===== src/rtl/core/cylindrical_warp_address_top_defines.svh =====
// ----------------------------------------------------------------------------
// Cylindrical warp address generator: assertion macros
// Shared concurrent check wrappers, sampled on clk, disabled in reset.
// ----------------------------------------------------------------------------
`ifndef CYLINDRICAL_WARP_ADDRESS_TOP_DEFINES_SVH
`define CYLINDRICAL_WARP_ADDRESS_TOP_DEFINES_SVH

// consequent must hold in the same cycle as the antecedent
`define CWA_ASSERT_NOW(lbl, ante, cons) \
	lbl: assert property (@(posedge clk) disable iff (!arst_n) (ante) |-> (cons)) \
		else $error("cwa: same-cycle check failed");

// consequent must hold in the cycle after the antecedent
`define CWA_ASSERT_NEXT(lbl, ante, cons) \
	lbl: assert property (@(posedge clk) disable iff (!arst_n) (ante) |=> (cons)) \
		else $error("cwa: next-cycle check failed");

`endif


===== src/rtl/core/cwa_pkg.sv =====
// ----------------------------------------------------------------------------
// cwa_pkg
// Types, widths and constants of the cylindrical warp address pipeline.
// ----------------------------------------------------------------------------
`default_nettype none

package cwa_pkg;

	localparam int CW       = 12;  // coordinate field
	localparam int DIMW     = 13;  // image dimension register
	localparam int FDW      = 29;  // focal distance Q13.16
	localparam int IRW      = 24;  // inverse radius Q0.24
	localparam int CHW      = 17;  // cos half fov Q1.16
	localparam int CFGW     = 29;
	localparam int CFG_IDXW = 3;

	localparam int THW      = 38;        // x * inv_radius
	localparam int THETAW   = THW + 6;   // theta Q.30
	localparam int ZW       = 34;        // cordic angle
	localparam int XW       = 34;        // cordic vector
	localparam int NW       = 60;        // dividend magnitude
	localparam int QW       = 28;        // quotient bits kept
	localparam int DENW     = 31;        // divisor (positive cosine)
	localparam int RW       = NW - QW;   // partial remainder
	localparam int YPW      = CW + CHW;  // |y| * cos_half_fov
	localparam int Q30      = 30;
	localparam int BW       = 30;        // signed Q.16 bound compare
	localparam int SW       = 31;        // rounding sum
	localparam int PW       = SW - 16;   // rounded coordinate before clamp
	localparam int LANES    = 2;         // x and y dividers

	localparam logic signed [XW-1:0]     CORDIC_GAIN = 34'sd652032874;
	localparam logic signed [THETAW-1:0] HALF_PI     = 44'sd1686629713;
	localparam logic signed [THETAW-1:0] NEG_HALF_PI = -44'sd1686629713;
	localparam logic signed [BW-1:0]     ONE_Q16     = 30'sd65536;
	localparam logic signed [SW-1:0]     HALF_Q16    = 31'sd32768;

	typedef enum logic [CFG_IDXW-1:0] {
		CFG_IMAGE_WIDTH  = 3'd0,
		CFG_IMAGE_HEIGHT = 3'd1,
		CFG_FOCAL        = 3'd2,
		CFG_INV_RADIUS   = 3'd3,
		CFG_COS_HALF_FOV = 3'd4
	} cfg_idx_t;

	typedef struct packed {
		logic [CW-1:0] out_col;
		logic [CW-1:0] out_row;
	} pix_t;

	typedef struct packed {
		logic [CW-1:0] src_col;
		logic [CW-1:0] src_row;
		logic          remapped;
	} src_t;

	// per-item sideband carried along the pipe
	typedef struct packed {
		logic [CW-1:0]          col;
		logic [CW-1:0]          row;
		logic signed [DIMW-1:0] y;
		logic                   ok;
	} side_t;

	// round(atan(2^-i) * 2^30)
	function automatic logic [ZW-1:0] atan_q30(input int idx);
		logic [ZW-1:0] a;
		case (idx)
			0:  a = 34'd843314857;
			1:  a = 34'd497837829;
			2:  a = 34'd263043837;
			3:  a = 34'd133525159;
			4:  a = 34'd67021687;
			5:  a = 34'd33543516;
			6:  a = 34'd16775851;
			7:  a = 34'd8388437;
			8:  a = 34'd4194283;
			9:  a = 34'd2097149;
			10: a = 34'd1048576;
			11: a = 34'd524288;
			12: a = 34'd262144;
			13: a = 34'd131072;
			14: a = 34'd65536;
			15: a = 34'd32768;
			16: a = 34'd16384;
			17: a = 34'd8192;
			18: a = 34'd4096;
			19: a = 34'd2048;
			20: a = 34'd1024;
			21: a = 34'd512;
			22: a = 34'd256;
			23: a = 34'd128;
			default: a = '0;
		endcase
		return a;
	endfunction

endpackage

`default_nettype wire


===== src/rtl/core/cwa_cordic.sv =====
// ----------------------------------------------------------------------------
// cwa_cordic
// Rotation-mode CORDIC, one iteration per register stage.
// ----------------------------------------------------------------------------
`default_nettype none

module cwa_cordic #(
	parameter int ITER = 16
) (
	input  logic                           clk,
	input  logic                           arst_n,
	input  logic                           en,
	input  logic                           in_v,
	input  logic signed [cwa_pkg::ZW-1:0]  z_in,
	input  cwa_pkg::side_t                 side_in,
	output logic                           out_v,
	output logic signed [cwa_pkg::XW-1:0]  cos_out,
	output logic signed [cwa_pkg::XW-1:0]  sin_out,
	output cwa_pkg::side_t                 side_out
);
	import cwa_pkg::*;

	logic                 v_s    [ITER];
	logic signed [XW-1:0] cx_s   [ITER];
	logic signed [XW-1:0] cy_s   [ITER];
	logic signed [ZW-1:0] z_s    [ITER];
	side_t                side_s [ITER];

	for (genvar i = 0; i < ITER; i++) begin : g_stage
		logic signed [XW-1:0] cx_d, cy_d, dx, dy;
		logic signed [ZW-1:0] z_d, ang;
		logic                 v_d;
		side_t                side_d;

		if (i == 0) begin : g_first
			assign cx_d   = CORDIC_GAIN;
			assign cy_d   = '0;
			assign z_d    = z_in;
			assign v_d    = in_v;
			assign side_d = side_in;
		end else begin : g_next
			assign cx_d   = cx_s[i-1];
			assign cy_d   = cy_s[i-1];
			assign z_d    = z_s[i-1];
			assign v_d    = v_s[i-1];
			assign side_d = side_s[i-1];
		end

		assign dx  = cy_d >>> i;
		assign dy  = cx_d >>> i;
		assign ang = $signed(atan_q30(i));

		always_ff @(posedge clk or negedge arst_n) begin
			if (!arst_n) begin
				v_s[i] <= 1'b0;
			end else if (en) begin
				v_s[i] <= v_d;
			end
		end

		always_ff @(posedge clk) begin
			if (en) begin
				if (!z_d[ZW-1]) begin
					cx_s[i] <= cx_d - dx;
					cy_s[i] <= cy_d + dy;
					z_s[i]  <= z_d - ang;
				end else begin
					cx_s[i] <= cx_d + dx;
					cy_s[i] <= cy_d - dy;
					z_s[i]  <= z_d + ang;
				end
				side_s[i] <= side_d;
			end
		end
	end

	assign out_v    = v_s[ITER-1];
	assign cos_out  = cx_s[ITER-1];
	assign sin_out  = cy_s[ITER-1];
	assign side_out = side_s[ITER-1];

endmodule

`default_nettype wire


===== config.mk =====
export PLATFORM = sky130hd
export DESIGN_NAME = cwa_cordic
export DESIGN_NICKNAME = d
export VERILOG_FILES = /design/src/rtl/core/cylindrical_warp_address_top_defines.svh /design/src/rtl/core/cwa_pkg.sv /design/src/rtl/core/cwa_cordic.sv
export SDC_FILE = /design/constraint.sdc
export NUM_CORES = 2
export LEC_CHECK = 0
export BUFFER_PORTS_ARGS = -buffer_cell sky130_fd_sc_hd__buf_2
export CORE_MARGIN = 8
export CORE_UTILIZATION = 40
export DETAILED_ROUTE_END_ITERATION = 10
export SETUP_SLACK_MARGIN = 0.1
export SLEW_MARGIN = 15
export SYNTH_ARGS = -nofsm -noshare
export SYNTH_HDL_FRONTEND = slang
export SYNTH_SLANG_ARGS = --single-unit

===== constraint.sdc =====
create_clock -name clk -period 15.2 [get_ports clk]
set_input_delay 2.28 -clock clk [delete_from_list [all_inputs] [get_ports clk]]
set_output_delay 2.28 -clock clk [all_outputs]
set_load 0.005 [all_outputs]

==> run summary <==
Worst slew pin tran -> 1030 ps
Clock Pin Slew Worst Setup and Hold Paths -> 60 ps
Critical path class -> in2reg
Status -> complete, no violations
Remaining DRCs -> 0
Hpwl dp -> 239000 um
Synth Register Bits -> 2016
Initial antenna violation count -> 3
Worst EP required -> 15830 ps
Antenna Violating Nets Remaining -> 0
Final count of hold timing violations -> 0
Fmax -> 123 MHz
Skew final -> 80.1 ps
Clk_lat worst skew -> 920 ps
Synth top area cells -> edfxtp_1, ha_1, xnor2_1, a21oi_1, xor2_1
Worst-path fanout max -> 174
Num CTS Buffers -> 228
Htree depth -> 4
Crit start category -> primary input
TritonCTS clock tree -> done
Drt pass-1 iters -> 6
Postcts setup bufs -> 0
FP Rows -> 214
Port buffer count -> 182
GRT overflow -> 0
WL/cell -> 17.2 um
Sequential element share of the synthesized area -> 44.3%
Post-synth top flop -> edfxtp_1
Area Growth Syn to Fin -> 9.92%
Initial Util -> 40.2%
Setup Viol. Count Final -> 0
Crit path DAT -> 8780 ps
Post-CTS Hold Buffers -> 0
Setup TNS -> 0 ps
Layout cell share with drive strength beyond 1 -> 5.75%
Clk Tree Root Cell -> clkbuf_16
Fin. max-slew vios -> 0
Horiz. Die Dim -> 600 um
Starting DRC count in detailed routing -> 5509
CTS resizes -> 0
Critical path capture point type -> flop
HP Class -> reg2reg
Post-Syn Nets -> 14.3k
Synth warnings -> 0
RSZ-0062 raised after global routing -> no
Avg Inst Size Synth -> 10.6 um^2
WL final -> 307000 um
Ys async rst share -> 0.794%
Global-route wire length before repair -> 486000 um
Final period util -> 53.6%
# IOs -> 183
Vias in the first global route -> 91.6k
Placeable Area -> 340000 um^2
Tmin final -> 8140 ps
Synth top area share -> 44.0%
Hold depth -> 0
Count of different cell masters after synthesis -> 89
Clock Tree Buf Depth -> 4
Die Span Y -> 600 um
Via count -> 94.3k
Reg2reg path depth -> 16
Maximum number of pins on one net before global-route repair -> 175
Gpl congestion -> 0.933
Nets -> 14.5k
Relative slew slack -> 29.3%
Number of max-cap violations -> 0
GRT Total Usage -> 16.4%
Cells after Synth -> 12.8k
CTS sink count -> 2016
Die ar. -> 360000 um^2
Vias per cell -> 5.30
Leading area contributor after synthesis -> edfxtp_1
EDFF count, synth -> 2000
Post-Synthesis Cell Area -> 137000 um^2
## per-stage QoR
stage | setup slack (ps) | hold WS [ps] | area [um^2] | util (%) | cells
floorplan | 7900 | 400 | 137000 | - | 12800
global placement | 6130 | 400 | 143000 | 42.0 | 17400
detailed placement | 6080 | 405 | 143000 | 42.0 | 17400
CTS | 7030 | 344 | 150000 | 44.2 | 17800
global route | 6520 | 353 | 150000 | 44.2 | 17800
finish | 7060 | 346 | 150000 | 44.2 | 17800
## final timing paths
| check | from | endpoint | slack (ps) |
|---|---|---|---|
| worst max-delay path | en | cy_s[1][100] | 7060 |
| worst min-delay path | side_s[1][254] | side_s[1][292] | 350 |
| min in group asynchronous | arst_n | out_v | 1340 |
| worst max register to register | cx_s[1][119] | cy_s[1][169] | 9030 |
| max in group asynchronous | arst_n | g_stage[9].v_d | 13610 |
| worst min register to register | side_s[1][254] | side_s[1][292] | 350 |
## final cells by class
class                           count  area (um^2)
Timing Repair Buffer              252         1510
Sequential cell                  2016        60500
Fill cell                       31900       190000
Antenna cell                        1         2.50
Tap cell                         4536         5680
Clock inverter                    156         1660
Multi-Input combinational cell  10100        73000
Inverter                          497         1870
Clock buffer                      264         5840
## cells in the mapped netlist, types with 30 or more instances
master,instances
and2_1,58
a21oi_1,1279
edfxtp_1,2000
mux2i_1,59
o41ai_1,47
buf_4,68
xnor2_1,1199
clkbuf_1,154
a21boi_0,36
a31o_2,37
o21bai_1,155
nand4_1,80
nand2_1,699
a211oi_1,97
ha_1,1342
o31ai_1,141
o211ai_1,43
xor2_1,610
and3_1,109
nor3b_1,30
a31oi_1,98
fa_1,45
nand3_1,174
nor2b_1,148
or4_1,38
nand2b_1,215
o31a_1,42
nor4_1,74
a21o_1,598
o21a_1,183
o21ai_0,679
nor3_1,258
or3_1,102
mux2_2,56
inv_1,491
nor2_1,945
or2_2,40
## sequential cells by signal, summed over array words and instances (netlist names)
signal and flops:
cy_s 511, out_v 1, side_s 608, z_s 397, g_stage.v_d 15, cx_s 484
## placed cells by master, fill, tap and decap left out, types with 148 or more instances in the layout
| cell type | count |
|---|---|
| edfxtp_1 | 2000 |
| ha_1 | 1342 |
| a21oi_1 | 1279 |
| xnor2_1 | 1199 |
| nor2_1 | 945 |
| nand2_1 | 696 |
| o21ai_0 | 678 |
| xor2_1 | 610 |
| a21o_1 | 598 |
| inv_1 | 490 |
| nor3_1 | 258 |
| clkbuf_16 | 228 |
| nand2b_1 | 215 |
| o21a_1 | 183 |
| buf_2 | 181 |
| nand3_1 | 174 |
| o21bai_1 | 155 |
| nor2b_1 | 148 |
## critical path: stages
cell      delay [ps]
buf_12           270
buf_4            770
buf_12           630
and2_1           230
buf_4            360
inv_1            360
buf_4            360
mux2i_1          190
inv_1            100
fa_1             210
nor2b_1           60
o21a_1           180
o21ai_0          220
a21oi_1          120
o221a_2          300
o41a_1           390
a21oi_1          420
o21bai_1         200
a221oi_1         500
o21ai_0          170
xor2_1           160
## per-layer routing
metal  part of all wire, %  GRT usage [%]  wire length [um]  up-vias
li1                      -              -                 -    48400
met1                    43           19.7            132000    43800
met2                    49           29.9            151000     1561
met3                   3.4           1.85             10400      598
met4                   4.2           6.55             13000        2
met5                0.0029              0                 9        -
## cells by family (layout without fill, tap and decap cells)
| family | Yosys count | count (layout) | synth area share, % |
|---|---|---|---|
| compound gates | 3725 | 3725 | 17.3 |
| other cells | 0 | 1 | 0 |
| mux | 115 | 115 | 0.894 |
| flops | 2016 | 2016 | 44.3 |
| xor+xnor | 1810 | 1810 | 11.6 |
| buf+inv | 741 | 1169 | 2.23 |
| simple gates | 3050 | 3050 | 10.8 |
| fa+ha+maj | 1387 | 1387 | 13.0 |
Power is not shown: default switching activity piles up to over one toggle a cycle in this logic, so the estimate is an artifact.
